`config.mk`:
```
export PLATFORM = sky130hd
export DESIGN_NAME = optical_flow_frame_parser
export DESIGN_NICKNAME = d
export VERILOG_FILES = /design/src/hw/rtl/ofp_pkg.sv /design/src/hw/rtl/ofp_parser.sv /design/src/hw/rtl/ofp_accum.sv /design/src/hw/rtl/optical_flow_frame_parser.sv
export SDC_FILE = /design/constraint.sdc
export NUM_CORES = 1
export LEC_CHECK = 0
export ABC_AREA = 1
export ABC_CLOCK_PERIOD_IN_PS = 15600
export BUFFER_PORTS_ARGS = -buffer_cell sky130_fd_sc_hd__buf_2
export CAP_MARGIN = 20
export CELL_PAD_IN_SITES_DETAIL_PLACEMENT = 1
export CELL_PAD_IN_SITES_GLOBAL_PLACEMENT = 2
export CORE_MARGIN = 10
export CORE_UTILIZATION = 37
export CTS_BUF_LIST = sky130_fd_sc_hd__clkbuf_4 sky130_fd_sc_hd__clkbuf_8
export DETAILED_ROUTE_END_ITERATION = 16
export GPL_TIMING_DRIVEN = 0
export PLACE_DENSITY = 0.84
export SYNTH_ARGS = -nofsm -noshare
export SYNTH_HDL_FRONTEND = slang
export SYNTH_HIERARCHICAL = 1
export SYNTH_SLANG_ARGS = --single-unit
```
`constraint.sdc`:
```
create_clock -name clk -period 15.6 [get_ports clk]
set_clock_uncertainty 0.2 [all_clocks]
set_input_delay 1.56 -clock clk [delete_from_list [all_inputs] [get_ports clk]]
set_output_delay 1.56 -clock clk [all_outputs]
set_load 0.05 [all_outputs]
```
`src/hw/rtl/ofp_pkg.sv`:
```
// Shared types and constants of the optical-flow frame parser.
package ofp_pkg;

  // Width of the running flow sums; the ports always show 32 bits.
  localparam int SUM_WIDTH = 32;

  localparam logic [7:0] HDR0_BYTE = 8'hFE;
  localparam logic [7:0] HDR1_BYTE = 8'h04;
  localparam logic [7:0] TAIL_BYTE = 8'hAA;

  localparam logic [7:0] QUALITY_THRESHOLD_RESET = 8'd25;
  localparam logic [7:0] FAULT_LIMIT_RESET       = 8'd60;

  // Last byte position of each frame format (length minus one).
  localparam logic [3:0] LAST_IDX_SHORT = 4'd8;
  localparam logic [3:0] LAST_IDX_LONG  = 4'd10;
  // Frame store holds byte positions FIRST_STORED .. FIRST_STORED + 7.
  localparam logic [3:0] FIRST_STORED   = 4'd2;
  localparam logic [3:0] LAST_STORED    = 4'd9;

  // Command codes.
  localparam logic CMD_BYTE  = 1'b0;
  localparam logic CMD_CLEAR = 1'b1;

  // Configuration register indexes.
  localparam logic [1:0] REG_FRAME_FORMAT      = 2'd0;
  localparam logic [1:0] REG_QUALITY_THRESHOLD = 2'd1;
  localparam logic [1:0] REG_FAULT_LIMIT       = 2'd2;

  typedef struct packed {
    logic       command;
    logic [7:0] rx_byte;
  } ofp_in_t;

  typedef struct packed {
    logic               frame_done;
    logic signed [15:0] flow_x;
    logic signed [15:0] flow_y;
    logic        [7:0]  quality;
    logic signed [15:0] height;
    logic signed [31:0] sum_x;
    logic signed [31:0] sum_y;
    logic signed [31:0] total_x;
    logic signed [31:0] total_y;
    logic               flow_valid;
    logic        [15:0] frame_count;
  } ofp_out_t;

  typedef struct packed {
    logic       frame_format;
    logic [7:0] quality_threshold;
    logic [7:0] fault_limit;
  } ofp_cfg_t;

  // A checked frame as seen by the accumulator.
  typedef struct packed {
    logic               good;
    logic               long_fmt;
    logic signed [15:0] flow_x;
    logic signed [15:0] flow_y;
    logic        [7:0]  quality;
    logic signed [15:0] height;
  } ofp_frame_t;

endpackage

```
`src/hw/rtl/ofp_parser.sv`:
```
// Header hunt, frame collection and tail/checksum check.
module ofp_parser import ofp_pkg::*; (
  input  logic       clk,
  input  logic       rst,
  input  logic       fire,
  input  ofp_in_t    item,
  input  logic       frame_format,
  output ofp_frame_t frame
);

  typedef enum logic [2:0] {
    PH_HUNT = 3'b001,
    PH_HDR  = 3'b010,
    PH_BODY = 3'b100
  } phase_t;

  phase_t     phase, phase_next;
  logic [3:0] byte_index, byte_index_next;
  logic [7:0] store [8];

  logic [3:0] last_idx;
  logic [3:0] store_off;
  logic       store_we;
  logic       at_end;
  logic [7:0] ck_short, ck_long;
  logic       ck_ok;
  logic [7:0] qual;

  assign last_idx  = frame_format ? LAST_IDX_LONG : LAST_IDX_SHORT;
  assign store_off = byte_index - FIRST_STORED;
  assign at_end    = (byte_index >= last_idx);

  always_comb begin
    phase_next      = phase;
    byte_index_next = byte_index;
    store_we        = 1'b0;
    if (item.command == CMD_BYTE) begin
      unique case (phase)
        PH_HUNT: begin
          if (item.rx_byte == HDR0_BYTE) begin
            phase_next      = PH_HDR;
            byte_index_next = 4'd1;
          end else begin
            byte_index_next = 4'd0;
          end
        end
        PH_HDR: begin
          if (item.rx_byte == HDR1_BYTE) begin
            phase_next      = PH_BODY;
            byte_index_next = FIRST_STORED;
          end else begin
            phase_next      = PH_HUNT;
            byte_index_next = 4'd0;
          end
        end
        PH_BODY: begin
          store_we = (byte_index <= LAST_STORED);
          if (at_end) begin
            phase_next      = PH_HUNT;
            byte_index_next = 4'd0;
          end else begin
            byte_index_next = byte_index + 4'd1;
          end
        end
        default: begin
          phase_next      = PH_HUNT;
          byte_index_next = 4'd0;
        end
      endcase
    end
  end

  always_ff @(posedge clk) begin
    if (rst) begin
      phase      <= PH_HUNT;
      byte_index <= 4'd0;
    end else if (fire) begin
      phase      <= phase_next;
      byte_index <= byte_index_next;
    end
  end

  always_ff @(posedge clk) begin
    if (fire && store_we) begin
      store[store_off[2:0]] <= item.rx_byte;
    end
  end

  // Checksum and quality come from stored bytes; the tail is the live byte.
  assign ck_short = store[0] + store[1] + store[2] + store[3];
  assign ck_long  = ck_short + store[4] + store[5];
  assign ck_ok    = frame_format ? (ck_long == store[6]) : (ck_short == store[4]);
  assign qual     = frame_format ? store[7] : store[5];

  always_comb begin
    frame.good     = (item.command == CMD_BYTE) && (phase == PH_BODY) && at_end &&
                     (item.rx_byte == TAIL_BYTE) && ck_ok;
    frame.long_fmt = frame_format;
    frame.flow_x   = {store[1], store[0]};
    frame.flow_y   = {store[3], store[2]};
    frame.height   = {store[5], store[4]};
    frame.quality  = qual;
  end

endmodule

```
`src/hw/rtl/ofp_accum.sv`:
```
// Latched frame values, running sums, frame count and quality fault tracking.
module ofp_accum import ofp_pkg::*; (
  input  logic       clk,
  input  logic       rst,
  input  logic       fire,
  input  logic       clear,
  input  ofp_frame_t frame,
  input  ofp_cfg_t   cfg,
  output ofp_out_t   result
);

  logic signed [15:0]    flow_x, flow_x_next;
  logic signed [15:0]    flow_y, flow_y_next;
  logic        [7:0]     quality, quality_next;
  logic signed [15:0]    height, height_next;
  logic [SUM_WIDTH-1:0]  sum_x, sum_x_next;
  logic [SUM_WIDTH-1:0]  sum_y, sum_y_next;
  logic [SUM_WIDTH-1:0]  total_x, total_x_next;
  logic [SUM_WIDTH-1:0]  total_y, total_y_next;
  logic [15:0]           frame_count, frame_count_next;
  logic [7:0]            fault_count, fault_count_next;
  logic                  flow_valid, flow_valid_next;
  logic [8:0]            fault_inc;

  // Sign-extend or truncate a running sum to the 32-bit port view.
  function automatic logic signed [31:0] sum_view(input logic [SUM_WIDTH-1:0] s);
    logic signed [63:0] w;
    w = 64'(signed'(s));
    return w[31:0];
  endfunction

  assign fault_inc = {1'b0, fault_count} + 9'd1;

  always_comb begin
    flow_x_next      = flow_x;
    flow_y_next      = flow_y;
    quality_next     = quality;
    height_next      = height;
    sum_x_next       = sum_x;
    sum_y_next       = sum_y;
    total_x_next     = total_x;
    total_y_next     = total_y;
    frame_count_next = frame_count;
    fault_count_next = fault_count;
    flow_valid_next  = flow_valid;
    if (clear) begin
      sum_x_next = '0;
      sum_y_next = '0;
    end else if (frame.good) begin
      flow_x_next      = frame.flow_x;
      flow_y_next      = frame.flow_y;
      quality_next     = frame.quality;
      sum_x_next       = sum_x + SUM_WIDTH'(frame.flow_x);
      sum_y_next       = sum_y + SUM_WIDTH'(frame.flow_y);
      frame_count_next = frame_count + 16'd1;
      if (frame.long_fmt) begin
        height_next  = frame.height;
        total_x_next = total_x + SUM_WIDTH'(frame.flow_x);
        total_y_next = total_y + SUM_WIDTH'(frame.flow_y);
      end
      if (frame.quality < cfg.quality_threshold) begin
        if (fault_inc > {1'b0, cfg.fault_limit}) begin
          fault_count_next = cfg.fault_limit;
          flow_valid_next  = 1'b0;
        end else begin
          fault_count_next = fault_inc[7:0];
        end
      end else begin
        fault_count_next = 8'd0;
        flow_valid_next  = 1'b1;
      end
    end
  end

  always_ff @(posedge clk) begin
    if (rst) begin
      flow_x      <= '0;
      flow_y      <= '0;
      quality     <= '0;
      height      <= '0;
      sum_x       <= '0;
      sum_y       <= '0;
      total_x     <= '0;
      total_y     <= '0;
      frame_count <= '0;
      fault_count <= '0;
      flow_valid  <= 1'b0;
    end else if (fire) begin
      flow_x      <= flow_x_next;
      flow_y      <= flow_y_next;
      quality     <= quality_next;
      height      <= height_next;
      sum_x       <= sum_x_next;
      sum_y       <= sum_y_next;
      total_x     <= total_x_next;
      total_y     <= total_y_next;
      frame_count <= frame_count_next;
      fault_count <= fault_count_next;
      flow_valid  <= flow_valid_next;
    end
  end

  always_comb begin
    result.frame_done  = frame.good && !clear;
    result.flow_x      = flow_x_next;
    result.flow_y      = flow_y_next;
    result.quality     = quality_next;
    result.height      = height_next;
    result.sum_x       = sum_view(sum_x_next);
    result.sum_y       = sum_view(sum_y_next);
    result.total_x     = sum_view(total_x_next);
    result.total_y     = sum_view(total_y_next);
    result.flow_valid  = flow_valid_next;
    result.frame_count = frame_count_next;
  end

endmodule

```
`src/hw/rtl/optical_flow_frame_parser.sv`:
```
// Optical-flow sensor frame parser: top level with input and result registers.
// Path: a byte beat is held in the input register, then its result beat in the result register.
// Throughput: one beat per cycle; the input register advances whenever the
//   result register is empty or its beat is taken in the same cycle.
// Reset (rst, synchronous): both registers empty, parser hunting for a header,
//   all latched values, sums and counters zero, registers at their defaults.
module optical_flow_frame_parser import ofp_pkg::*; (
  input  logic       clk,
  input  logic       rst,
  // received byte / clear command channel
  input  logic       rx_valid,
  output logic       rx_stall,
  input  ofp_in_t    rx_item,
  // result channel, one beat per input beat
  output logic       res_valid,
  input  logic       res_stall,
  output ofp_out_t   res_item,
  // configuration write channel
  input  logic       cfg_valid,
  output logic       cfg_ready,
  input  logic [1:0] cfg_index,
  input  logic [7:0] cfg_data
);

  ofp_cfg_t   cfg;
  logic       stage_valid;
  ofp_in_t    stage_item;
  logic       advance;
  logic       fire;
  ofp_frame_t frame;
  ofp_out_t   result;

  // Configuration: always ready; writes to an unused index are dropped.
  assign cfg_ready = 1'b1;

  always_ff @(posedge clk) begin
    if (rst) begin
      cfg.frame_format      <= 1'b1;
      cfg.quality_threshold <= QUALITY_THRESHOLD_RESET;
      cfg.fault_limit       <= FAULT_LIMIT_RESET;
    end else if (cfg_valid && cfg_ready) begin
      unique case (cfg_index)
        REG_FRAME_FORMAT:      cfg.frame_format      <= cfg_data[0];
        REG_QUALITY_THRESHOLD: cfg.quality_threshold <= cfg_data;
        REG_FAULT_LIMIT:       cfg.fault_limit       <= cfg_data;
        default: ;
      endcase
    end
  end

  // The staged beat moves into the result register when that register is
  // free this cycle. The staged beat is processed exactly on that move.
  assign advance  = !res_valid || !res_stall;
  assign fire     = stage_valid && advance;
  assign rx_stall = stage_valid && !advance;

  always_ff @(posedge clk) begin
    if (rst) begin
      stage_valid <= 1'b0;
    end else if (!rx_stall) begin
      stage_valid <= rx_valid;
    end
  end

  // Hold the staged payload while stalled.
  always_ff @(posedge clk) begin
    if (rx_valid && !rx_stall) begin
      stage_item <= rx_item;
    end
  end

  ofp_parser u_parser (
    .clk          (clk),
    .rst          (rst),
    .fire         (fire),
    .item         (stage_item),
    .frame_format (cfg.frame_format),
    .frame        (frame)
  );

  ofp_accum u_accum (
    .clk    (clk),
    .rst    (rst),
    .fire   (fire),
    .clear  (stage_item.command == CMD_CLEAR),
    .frame  (frame),
    .cfg    (cfg),
    .result (result)
  );

  // Result register: load on fire, drop valid once taken with nothing behind.
  always_ff @(posedge clk) begin
    if (rst) begin
      res_valid <= 1'b0;
    end else if (advance) begin
      res_valid <= fire;
    end
  end

  always_ff @(posedge clk) begin
    if (fire) begin
      res_item <= result;
    end
  end

endmodule

```
==> After elaboration in Yosys (flattened, before gate mapping) <==
Memory sizes are Yosys's and may differ from the RTL's.
Cells that the tools add are included.
{ "word_totals": {"regBits": 446, "latch_bits": 0, "ram_bits": 64, "mem_bits_ro": 0, "in_bits": 24, "out_inout_bits": 205, "word_cells": 126, "memories": 1} }
{ "op_classes": {"add_sub_neg": 13, "n_mul": 0, "div": 0, "magnitude_cmp": 4, "eq_ne": 12, "shifts": 0, "mux": 42, "n_bitwise": 1, "n_reduce_logical": 22} }
{ "memory_table": {"columns": ["name", "words", "word_bits", "read_ports", "rd_clocked_by_memory_dff", "wr", "line", "source"], "rows": [
  ["u_parser.store", 8, 8, 8, 0, 1, "ofp_parser.sv:19", "logic [7:0] store [8];"]
]} }
{ "ops": {"columns": ["cell", "count"], "rows": [
  ["$mux W32", 10],
  ["$mux W16", 9],
  ["$add A32 B32 Y32", 4],
  ["$add A8 B8 Y8", 5],
  ["$mux W8", 5],
  ["$add A16 B1 Y16 const B", 1],
  ["$eq A8 B8 Y1", 2],
  ["$eq A8 B8 Y1 const B", 2],
  ["$pmux W4 S3", 1],
  ["$mux W1", 10],
  ["$add A8 B1 Y9 const B", 1],
  ["$gt A9 B8 Y1", 1],
  ["$logic_and A1 B1 Y1", 9],
  ["$mux W3", 3],
  ["$pmux W3 S3", 1],
  ["$eq A8 B3 Y1 const B", 1],
  ["$lt A8 B8 Y1", 1],
  ["$reduce_and A2 Y1", 4],
  ["$logic_not A1 Y1", 5],
  ["$add A4 B1 Y4 const B", 1],
  ["$ge A4 B4 Y1", 1],
  ["$le A4 B4 Y1 const B", 1],
  ["$mux W2", 2],
  ["$mux W4", 1],
  ["other kinds (12)", 13]
]} }

==> Depth between registers and ports, before layout <==
Gate-level depths: netlist of run 1.
An unclocked memory read counts as a cell.
{ "depth": {"word_depth": 11, "ltp_mapped": 34, "ltp_nobuf": 34} }

==> By module <==
The synthesis of run 1 kept the hierarchy.
{ "by_module_without_submodules": {"columns": ["mod", "n_inst", "cells_per_inst", "area_each_um2", "seq_area_each_um2"], "rows": [
  ["ofp_accum", 1, 3283, 19007.0, 4184.0],
  ["optical_flow_frame_parser", 1, 322, 7135.6, 6716.4],
  ["ofp_parser", 1, 386, 3985.1, 2062.0]
]} }

==> Worst setup path after synthesis of run 1 <==
OpenSTA, ideal clock, no wires.
{ "synth_path": {"kind": "input -> register", "startpoint": "input port res_stall", "endpoint": "register u_accum.fault_count[7]", "setup_time_ps": 71, "arrival_time_ps": 12319, "t_required_ps": 15329, "path_slack_ps": 3010, "stages": 10, "path_buffers": 3, "path_cell_list": "nand2_1 > inv_1 > nor2_1 > buf_2 > buf_2 > nand2_1 > buf_2 > nor2_1 > nand3_1 > a21oi_1"} }
{ "synth_via": {"elab_chain_len": 4} }
{ "synth_lines": {"columns": ["element", "line", "source"], "rows": [
  ["start, declared", "optical_flow_frame_parser.sv:16", "input logic res_stall,"],
  ["$logic_not A1 Y1", "optical_flow_frame_parser.sv:53", "assign advance = !res_valid || !res_stall;"],
  ["$logic_or A1 B1 Y1", "optical_flow_frame_parser.sv:53", null],
  ["$logic_and A1 B1 Y1", "optical_flow_frame_parser.sv:54", "assign fire = stage_valid && advance;"],
  ["named net fire", "optical_flow_frame_parser.sv:29", "logic fire;"],
  ["$reduce_and A3 Y1 (no line)", null, null],
  ["end signal, assigned", "ofp_accum.sv:98", "fault_count <= fault_count_next;"],
  ["end, declared", "ofp_accum.sv:21", "logic [7:0] fault_count, fault_count_next;"]
]} }
The timed path passes the listed nets, and every way through them passes these cells.
A chain may end at the register's enable or synchronous reset.

==> results of run 1 <==
cells by family after synthesis:
logic type	after synthesis	synth area share [%]
other cells	1	0.01245
fa+ha+maj	184	8.289
xor+xnor	75	2.180
buf+inv	771	9.876
compound gates	788	13.52
flops	510	43.03
simple gates	1662	23.10
per-layer routing:
| layer | up-vias | track usage, % |
|---|---|---|
| li1 | 13706 | - |
| met1 | 13637 | 30.49 |
| met2 | 562 | 41.35 |
| met3 | 136 | 3.636 |
| met4 | 0 | 6.579 |
| met5 | - | 0 |
per-stage QoR:
step | power [W] | hold slack [ns] | setup WS (ns) | instance area [sq um]
CTS | 0.003469 | 0.2503 | 8.235 | 34950
floorplan | 0.001873 | 0.2245 | 3.010 | 30130
detailed placement | 0.002019 | 0.2411 | 8.287 | 32860
finish | 0.003430 | 0.2509 | 8.177 | 34970
global placement | 0.002016 | 0.2346 | -3.177 | 32590
global route | 0.003587 | 0.2634 | 7.866 | 34970
layout make-up:
| class | count | area (sq um) | area share [%] |
|---|---|---|---|
| multi-input combinational | 2710 | 14200 | 40.60 |
| sequential | 510 | 12960 | 37.07 |
| inverter | 649 | 2444 | 6.988 |
| clock buffer | 130 | 1614 | 4.616 |
| timing repair buffer | 242 | 1404 | 4.015 |
| tap | 1060 | 1326 | 3.793 |
| buffer | 122 | 531.8 | 1.521 |
| clock inverter | 46 | 479.2 | 1.370 |
| antenna | 4 | 10.01 | 0.02862 |
state kept, by name, indices dropped and copies added (netlist names), 4 cells and up:
register and count:
res_item 202, u_parser/store 64, u_accum/sum_x 32, u_accum/sum_y 32
u_accum/total_x 32, u_accum/total_y 32, cfg 17, u_accum/flow_x 16
u_accum/flow_y 16, u_accum/frame_count 16, u_accum/height 16, stage_item 9
u_accum/fault_count 8, u_accum/quality 8, u_parser/byte_index 4
path summary, 6_finish.rpt:
check | from | endpoint | slack [ns] | cells after the start
max | u_parser/store[3][1] | res_item[172] | 8.18 | 27
min | u_accum/flow_x[14] | u_accum/flow_x[14] | 0.25 | 2
max reg2reg | u_parser/store[3][1] | res_item[172] | 8.18 | 27
min reg2reg | u_accum/flow_x[14] | u_accum/flow_x[14] | 0.25 | 2
cell usage in the layout, fill, tap and decap left out, types with 5 or more instances in the layout:
master      netlist  routed
nand2_1         947     947
inv_1           638     638
a21oi_1         347     347
nor2_1          324     323
o21ai_0         306     306
edfxtp_1        275     275
buf_2            17     247
dfxtp_1         235     235
nand3_1         231     231
ha_1            158     158
clkbuf_8          0     102
o21ai_1          87      87
clkbuf_1         79      79
xor2_1           53      53
nand4_1          43      43
nor3_1           36      36
clkbuf_4          0      29
fa_1             26      26
xnor2_1          22      22
buf_1            16      16
nand3b_1         15      15
or2_2            15      15
clkinv_2          0      14
clkinv_1          1      12
o21bai_1         10      10
inv_2             8       8
nor4_1            8       8
a211oi_1          8       8
or2_1             8       8
bufinv_16         0       7
or2_0             7       7
buf_4             6       6
buf_12            0       6
o21a_1            6       6
and2_1            6       6
o211ai_1          6       6
a21o_1            6       6
clkinvlp_4        0       5
synth_stat cells (43+ instances only):
cell type  count  area share [%]
o21ai_0      306             5.1
ha_1         158             6.6
dfxtp_1      235              16
o21ai_1       87             1.4
xor2_1        53             1.5
clkbuf_1      79            0.98
nand4_1       43            0.89
nor2_1       324             4.0
nand3_1      231             3.8
nand2_1      947              12
inv_1        638             7.9
a21oi_1      347             5.8
edfxtp_1     275              27
power by group through the flow:
| stage | Clock [W] | Combinational (W) | Sequential (W) |
|---|---|---|---|
| 2_1_floorplan | 0 | 0.000253 | 0.00162 |
| 3_3_place_gp | 0 | 0.000464 | 0.00155 |
| 3_5_place_dp | 0 | 0.000477 | 0.00154 |
| 4_1_cts | 0.00148 | 0.000480 | 0.00151 |
| 5_1_grt | 0.00154 | 0.000529 | 0.00152 |
| 6_report | 0.00144 | 0.000479 | 0.00151 |
critical path: stages (launching register included):
cell and delay [ns]:
edfxtp_1 0.60, fa_1 0.59, inv_1 0.05, fa_1 0.44, inv_1 0.07, ha_1 0.19, inv_1 0.09, fa_1 0.44
inv_1 0.12, nand3_1 0.10, nand3b_1 0.13, nand2_1 0.09, fa_1 0.49, inv_1 0.04, ha_1 0.34, nand2_1 0.09
or2_1 0.25, nand4_1 0.08, nand2_1 0.07, nor3_2 0.22, nand3_1 0.13, a21oi_2 0.29, nand2_4 0.22, inv_4 0.23
clkbuf_1 0.46, buf_1 0.65, nand2_1 0.09, o21ai_0 0.33
==> impl_metrics.env, run 1 <==
export IMPL_clk_latency_ns=0.74
export IMPL_yosysWarnings=6
export IMPL_antenna_found_initial=2
export IMPL_power_share_clock_pct=41.9
export IMPL_clock_fmax_ghz=0.1347
export IMPL_grt_ovfl_total=0
export IMPL_clk_pin_slew_ns=0.07
export IMPL_drv_slew=0
export IMPL_n_fill_cell=10139
export IMPL_path_max_fanout=10
export IMPL_drive_above_1_share_pct=10.95
export IMPL_final_core_util_pct=43.34
export IMPL_yosysSeqAreaShare_pct=43.03
export IMPL_cp_end_kind="flip-flop"
export IMPL_status="complete, no violations"
export IMPL_post_cts_buffers=0
export IMPL_synth_cells=3991
export IMPL_p_int_w=0.002407
export IMPL_via_per_inst=5.124
export IMPL_port_buffers=227
export IMPL_highest_layer="met4"
export IMPL_grt_pass1_vias=28811
export IMPL_critPathKind="flip-flop to flip-flop"
export IMPL_dpl_cell_count=5292
export IMPL_areaGrowthSynthToFinish_pct=16.07
export IMPL_htree_levels=3
export IMPL_detail_route_antenna_nets=0
export IMPL_wl_met1_microns=51570
export IMPL_leakage_nw=16.91
export IMPL_fp_dieW_microns=305.4
export IMPL_power_density_nw_per_um2=98.07
export IMPL_cts_made_buffers=93
export IMPL_synth_area_per_cell_sq_um=7.549
export IMPL_cts_root_buf="clkbuf_8"
export IMPL_pwr_share_comb_pct=14.0
export IMPL_cts_resized=0
export IMPL_setup_viol=0
export IMPL_hold_viol=0
export IMPL_required_ns=15.83
export IMPL_routedWlPerCell_microns=20.90
export IMPL_seq_power_share_pct=44.1
export IMPL_track_usage_pct=23.85
export IMPL_layout_cells_non_filler=5473
export IMPL_clkSinkCount=510
export IMPL_rows=104
export IMPL_ys_flop_type="edfxtp_1"
export IMPL_drt_iter0_markers=1741
export IMPL_grt_pass1_wl_microns=173200
export IMPL_min_period_over_period_pct=47.58
export IMPL_start_kind="flip-flop"
export IMPL_synth_edf_count=275
export IMPL_ys_ff_latch=510
export IMPL_rsz0062_at_grt="false"
export IMPL_routed_wl_microns=114400
export IMPL_min_period_ns=7.423
export IMPL_synth_fp_nets=4199
export IMPL_swShare_pct=29.83
export IMPL_grt_max_degree=37
export IMPL_tightestPinTransition_ns=1.106
export IMPL_tritoncts="done"
export IMPL_async_flop_share_pct=0
export IMPL_p_switching_w=0.001023
export IMPL_gp_congestion=0.9307
export IMPL_critPathArrivalTime_ns=7.65
export IMPL_ioPinCount=229
export IMPL_syn_area_sq_um=30130
export IMPL_num_nets_final=4536
export IMPL_slew_limit_headroom_pct=25.83
export IMPL_cts_hold_buffers=0
export IMPL_dp_hpwl_microns=89900
export IMPL_routed_wl_met2_microns=54840
export IMPL_start_util_pct=37.34
export IMPL_tns_ns=0
export IMPL_drtPass1Iterations=5
export IMPL_wl_met3_microns=5432
export IMPL_hp_class="flip-flop to flip-flop"
export IMPL_synth_distinct_cells=53
export IMPL_core_sq_um=80680
export IMPL_vias=28041
export IMPL_drc=0
export IMPL_dieArea_sq_um=93240
export IMPL_clockBufferDepth=3
export IMPL_ir_drop_mv=0.09491
export IMPL_maxCapViolations=0
export IMPL_dieHeight_microns=305.4
(Power assumes the default switching activity.)
==> run 2: changes to the inputs <==
--- a/config.mk
+++ b/config.mk
@@ -6,7 +6,7 @@
 export NUM_CORES = 1
 export LEC_CHECK = 0
 export ABC_AREA = 1
-export ABC_CLOCK_PERIOD_IN_PS = 15600
+export ABC_CLOCK_PERIOD_IN_PS = 7200
 export BUFFER_PORTS_ARGS = -buffer_cell sky130_fd_sc_hd__buf_2
 export CAP_MARGIN = 20
 export CELL_PAD_IN_SITES_DETAIL_PLACEMENT = 1
==> constraint.sdc (replaced) <==
create_clock -name clk -period 7.2 [get_ports clk]
set_clock_uncertainty 0.2 [all_clocks]
set_input_delay 0.72 -clock clk [delete_from_list [all_inputs] [get_ports clk]]
set_output_delay 0.72 -clock clk [all_outputs]
set_load 0.05 [all_outputs]
==> run 2 against run 1 <==
  * Count of clock-buffer cells in the layout grew 5
  * Critical path depth increased by 5
  * Clock power increased by 100%
  * Critical path type unchanged
==> impl_metrics.env, run 2 (synthesis gave the netlist of run 1 again) <==
export IMPL_status="complete, no violations"
export IMPL_seq_power_share_pct=45.3
export IMPL_setup_viol=0
export IMPL_dieArea_sq_um=93240
export IMPL_antenna_found_initial=4
export IMPL_cts_root_buf="clkbuf_8"
export IMPL_regMostFlops="res_item"
export IMPL_grt_max_degree=38
export IMPL_whs_ns=0.07491
export IMPL_tritoncts="done"
export IMPL_placed_cell_area_sq_um=32870
export IMPL_grt_ovfl_total=0
export IMPL_drt_iter0_markers=1587
export IMPL_grt_pass1_wl_microns=173700
export IMPL_grt_pass1_vias=28907
export IMPL_swShare_pct=30.01
export IMPL_dpl_cell_count=5292
export IMPL_min_period_over_period_pct=96.36
export IMPL_ioPinCount=229
export IMPL_power_share_clock_pct=40.3
export IMPL_start_util_pct=37.34
export IMPL_tightestPinTransition_ns=1.196
export IMPL_cp_end_kind="flip-flop"
export IMPL_num_nets_final=4553
export IMPL_areaGrowthSynthToFinish_pct=16.24
export IMPL_slew_limit_headroom_pct=19.63
export IMPL_critPathKind="flip-flop to flip-flop"
export IMPL_cpMostUsedCell="inv_1"
export IMPL_rows=104
export IMPL_via_per_inst=5.132
export IMPL_htree_levels=3
export IMPL_p_int_w=0.005069
export IMPL_drive_above_1_share_pct=11.17
export IMPL_port_buffers=227
export IMPL_maxCapViolations=0
export IMPL_power_density_nw_per_um2=206.8
export IMPL_dieHeight_microns=305.4
export IMPL_rsz0062_at_grt="true"
export IMPL_p_switching_w=0.002174
export IMPL_hp_class="primary input to flip-flop"
export IMPL_clockBufferDepth=3
export IMPL_required_ns=7.46
export IMPL_clkSinkCount=510
export IMPL_clk_latency_ns=0.74
export IMPL_drc=0
export IMPL_register_area_sq_um=12960
export IMPL_start_kind="flip-flop"
export IMPL_hold_viol=0
export IMPL_clk_pin_slew_ns=0.07
export IMPL_detail_route_antenna_nets=0
export IMPL_max_stage_delay_ns=0.57
export IMPL_multiInputGateArea_sq_um=14210
export IMPL_n_fill_cell=10190
export IMPL_fp_dieW_microns=305.4
export IMPL_vias=28160
export IMPL_layout_commonest_cell="nand2_1"
export IMPL_min_period_ns=6.938
export IMPL_mostFrequentLayoutCells="nand2_1, inv_1, a21oi_1, nor2_1, o21ai_0"
export IMPL_track_usage_pct=23.83
export IMPL_layout_cells_non_filler=5487
export IMPL_leakage_nw=16.98
export IMPL_pwr_share_comb_pct=14.4
export IMPL_cts_made_buffers=91
export IMPL_critPathArrivalTime_ns=7.20
export IMPL_routed_wl_microns=114200
export IMPL_drtPass1Iterations=5
export IMPL_ir_drop_mv=0.1479
export IMPL_routedWlPerCell_microns=20.81
export IMPL_fin_area_sq_um=35020
export IMPL_clock_fmax_ghz=0.1441
export IMPL_cp_slowest_cell="fa_1"
export IMPL_gp_congestion=0.9221
export IMPL_largest_reg_flops=202
export IMPL_dp_hpwl_microns=89630
export IMPL_core_sq_um=80680
export IMPL_drv_slew=0
export IMPL_path_max_fanout=10
[run 2: changes by cell type in the layout (fill, tap and decap cells not counted), moves of 4 or more]
cell           previous run  this run
buf_1                    16        12
clkbuf_1                 79        74
bufinv_16                 7         3
clkinv_1                 12        16
clkbuf_2                  0         5
dlygate4sd3_1             0         9
buf_4                     6        19
clkinvlp_4                5         1
clkbuf_4                 29        36
[run 2: repair_timing]
action / CTS / global route
hold buffers: 9 / 0
endpoints found under the hold margin: 9 / 0
setup endpoints to repair: 55 / 195
setup buffers: 0 / 11
resized for setup: 10 / 9
[run 2: layer usage]
layer | vias to the layer above | global-route usage, % | routed length (microns)
li1 | 13755 | - | -
met1 | 13697 | 30.70 | 51470
met5 | - | 0 | 8
met2 | 557 | 41.09 | 54610
met4 | 2 | 6.283 | 2661
met3 | 149 | 3.740 | 5451
[run 2: worst paths after layout]
check	startpoint	to	slack, ns	cells after the start
max	u_parser/store[2][1]	res_item[28]	0.26	32
min	rx_valid	stage_valid	0.07	3
max reg2reg	u_parser/store[2][1]	res_item[28]	0.26	32
min reg2reg	u_accum/flow_y[4]	u_accum/flow_y[4]	0.25	2
[run 2: through the flow]
stage          TNS (ns)  power, W  util, %  setup WS [ns]
5_1_grt         -0.4003  0.007574    43.40       -0.05807
3_5_place_dp     -1.586  0.004375    40.74        -0.1320
3_3_place_gp    -224.65  0.004348    40.40         -1.646
6_report              0  0.007242    43.41         0.2618
2_1_floorplan         0  0.004044        -          1.287
4_1_cts               0  0.007319    43.26       0.004217
[run 2: worst max-delay path, delay by kind of cell (launching register included)]
kind                       cells  cell delay [ns]
buffers and inverters         12             1.52
xor gates and xnor gates       1             0.25
AOI/OAI and AO/OA              3             0.58
DFF                            1             0.47
adders and majority gates      6             2.49
and+or+nand+nor               10             1.16
[run 2: power by group through the flow]
stage	clock network, W	logic, W	registers, W
finish	0.00292	0.00104	0.00328
global route	0.00312	0.00116	0.00329
CTS	0.00300	0.00104	0.00328
detailed placement	0	0.00103	0.00334
global placement	0	0.00100	0.00334
floorplan	0	0.000548	0.00350
[run 2: layout make-up]
type,count,share of cell area [%]
inverter,649,6.978
timing repair buffer,261,4.516
tap,1060,3.787
sequential,510,37.01
antenna,4,0.02858
clock inverter,36,0.8396
clock buffer,135,4.680
multi-input combinational,2710,40.58
buffer,122,1.572
==> run 3: changes to the inputs <==
--- a/config.mk
+++ b/config.mk
@@ -9,7 +9,7 @@
 export ABC_CLOCK_PERIOD_IN_PS = 7200
 export BUFFER_PORTS_ARGS = -buffer_cell sky130_fd_sc_hd__buf_2
 export CAP_MARGIN = 20
-export CELL_PAD_IN_SITES_DETAIL_PLACEMENT = 1
+export CELL_PAD_IN_SITES_DETAIL_PLACEMENT = 2
 export CELL_PAD_IN_SITES_GLOBAL_PLACEMENT = 2
 export CORE_MARGIN = 10
 export CORE_UTILIZATION = 37
==> run 3 against run 2 <==
  * The flow now finishes with violations (setup timing)
  * Total power is 6.0% higher
  * Utilization grew 0.47 points
  * Hold slack got worse by 0.026 ns
  * First-iteration DRC count up 82%
  * Largest cell class unchanged
  * Global-route usage rose by 6.3 points
  * Wire length increased by 38%
  * Count of clock-buffer cells in the layout is 9 higher
  * Critical endpoint is now u_accum/height[13]
  * Critical path depth is 2 lower
  * Die area is the same
==> impl_metrics.env, run 3 (synthesis gave the netlist of run 1 again) <==
export IMPL_clock_fmax_ghz=0.1270
export IMPL_min_period_over_period_pct=109.4
export IMPL_ioPinCount=229
export IMPL_num_nets_final=4568
export IMPL_drt_iter0_markers=2884
export IMPL_place_ws_ns=-0.2767
export IMPL_dieHeight_microns=305.4
export IMPL_hp_class="primary input to flip-flop"
export IMPL_port_buffers=227
export IMPL_drc=0
export IMPL_dieArea_sq_um=93240
export IMPL_cp_end_kind="flip-flop"
export IMPL_tns_ns=-102.75
export IMPL_areaGrowthSynthToFinish_pct=17.49
export IMPL_register_area_sq_um=12960
export IMPL_critPathKind="flip-flop to flip-flop"
export IMPL_clk_latency_ns=0.76
export IMPL_tightestPinTransition_ns=1.200
export IMPL_regMostFlops="res_item"
export IMPL_grt_pass1_wl_microns=217200
export IMPL_cp_slowest_cell="edfxtp_1"
export IMPL_clk_pin_slew_ns=0.07
export IMPL_maxCapViolations=0
export IMPL_slew_limit_headroom_pct=19.17
export IMPL_n_fill_cell=9429
export IMPL_ir_drop_mv=0.1146
export IMPL_cts_made_buffers=93
export IMPL_cpMostUsedCell="nand2_1"
export IMPL_p_total_w=0.007680
export IMPL_setup_slack_ns=-0.6748
export IMPL_grt_ovfl_total=0
export IMPL_grt_max_degree=38
export IMPL_via_per_inst=5.834
export IMPL_drtPass1Iterations=6
export IMPL_track_usage_pct=30.11
export IMPL_dp_hpwl_microns=103400
export IMPL_placed_cell_area_sq_um=32870
export IMPL_vias=32102
export IMPL_layout_commonest_cell="nand2_1"
export IMPL_mostFrequentLayoutCells="nand2_1, inv_1, a21oi_1, nor2_1, o21ai_0"
export IMPL_grt_pass1_vias=34260
export IMPL_critPathArrivalTime_ns=8.35
export IMPL_cts_root_buf="clkbuf_8"
export IMPL_multiInputGateArea_sq_um=14310
export IMPL_fin_area_sq_um=35400
export IMPL_routedWlPerCell_microns=28.71
export IMPL_clkSinkCount=510
export IMPL_setup_viol=378
export IMPL_required_ns=7.67
export IMPL_power_density_nw_per_um2=217.0
export IMPL_path_max_fanout=10
export IMPL_largest_reg_flops=202
export IMPL_drive_above_1_share_pct=12.10
export IMPL_rows=104
export IMPL_core_sq_um=80680
export IMPL_drv_slew=0
export IMPL_htree_levels=3
export IMPL_min_period_ns=7.875
export IMPL_leakage_nw=17.12
export IMPL_violations="setup timing"
export IMPL_clockBufferDepth=3
export IMPL_start_util_pct=37.34
export IMPL_final_core_util_pct=43.88
export IMPL_status="finished with violations"
export IMPL_routed_wl_microns=158000
export IMPL_detail_route_antenna_nets=0
export IMPL_max_stage_delay_ns=0.78
export IMPL_antenna_found_initial=19
export IMPL_tritoncts="done"
export IMPL_fp_dieW_microns=305.4
export IMPL_hold_viol=0
export IMPL_start_kind="flip-flop"
export IMPL_gp_congestion=0.9221
[run 3: changes by cell type in the layout (fill, tap and decap cells not counted), sizes merged]
cell,previous run,this run
inv,651,652
buf,294,305
clkbuf,215,226
clkinv,30,21
bufinv,3,5
[run 3: final cells by class]
type	count	area share (%)
inverters	649	6.910
clock buffers	144	4.892
well taps	1060	3.747
clock inverters	30	0.8978
repair buffers	274	4.843
multi-input cells	2710	40.41
flip-flops and latches	510	36.62
diodes	4	0.02828
plain buffers	122	1.651
[run 3: metal layers]
metal	global-route usage (%)	wire (microns)
met1	34.32	59700
met2	51.48	74730
met3	6.277	12160
met4	18.18	11280
met5	0	122
[run 3: metrics by stage]
stage	cells	hold WS, ns
after floorplan	3991	0.2245
after global placement	5278	0.2343
after detailed placement	5292	0.2462
after CTS	5482	0.006113
after global routing	5500	0.04463
final	5503	0.04882
[run 3: report_power, final]
part / total, W / switching (W) / leakage [nW] / internal (W)
combinational: 0.00116 / 0.000864 / 11.5 / 0.000292
sequential: 0.00330 / 0.000106 / 4.56 / 0.00320
clock: 0.00322 / 0.00149 / 1.09 / 0.00173
[run 3: critical path, delay by kind of cell (launching register included)]
| family | cells | cell delay [ns] |
|---|---|---|
| compound gates | 3 | 0.88 |
| flops | 1 | 0.78 |
| buf+inv | 10 | 1.53 |
| fa+ha+maj | 5 | 2.53 |
| simple gates | 12 | 1.87 |
[run 3: timing repair]
action / CTS / global route
hold buffers: 9 / 0
endpoints found under the hold margin: 9 / 0
gates cloned: 0 / 0
resized for setup: 29 / 30
setup buffers: 7 / 15
pin swaps: 0 / 5
setup endpoints to repair: 323 / 290
[run 3: final timing paths]
path	slack, ns	startpoint	cells past startpoint	to
setup / recovery	-0.67	u_parser/store[3][2]	30	u_accum/height[13]
setup reg to reg	-0.67	u_parser/store[3][2]	30	u_accum/height[13]
hold / removal	0.05	cfg_data[5]	3	cfg[13]
hold reg to reg	0.25	u_accum/quality[7]	2	u_accum/quality[7]
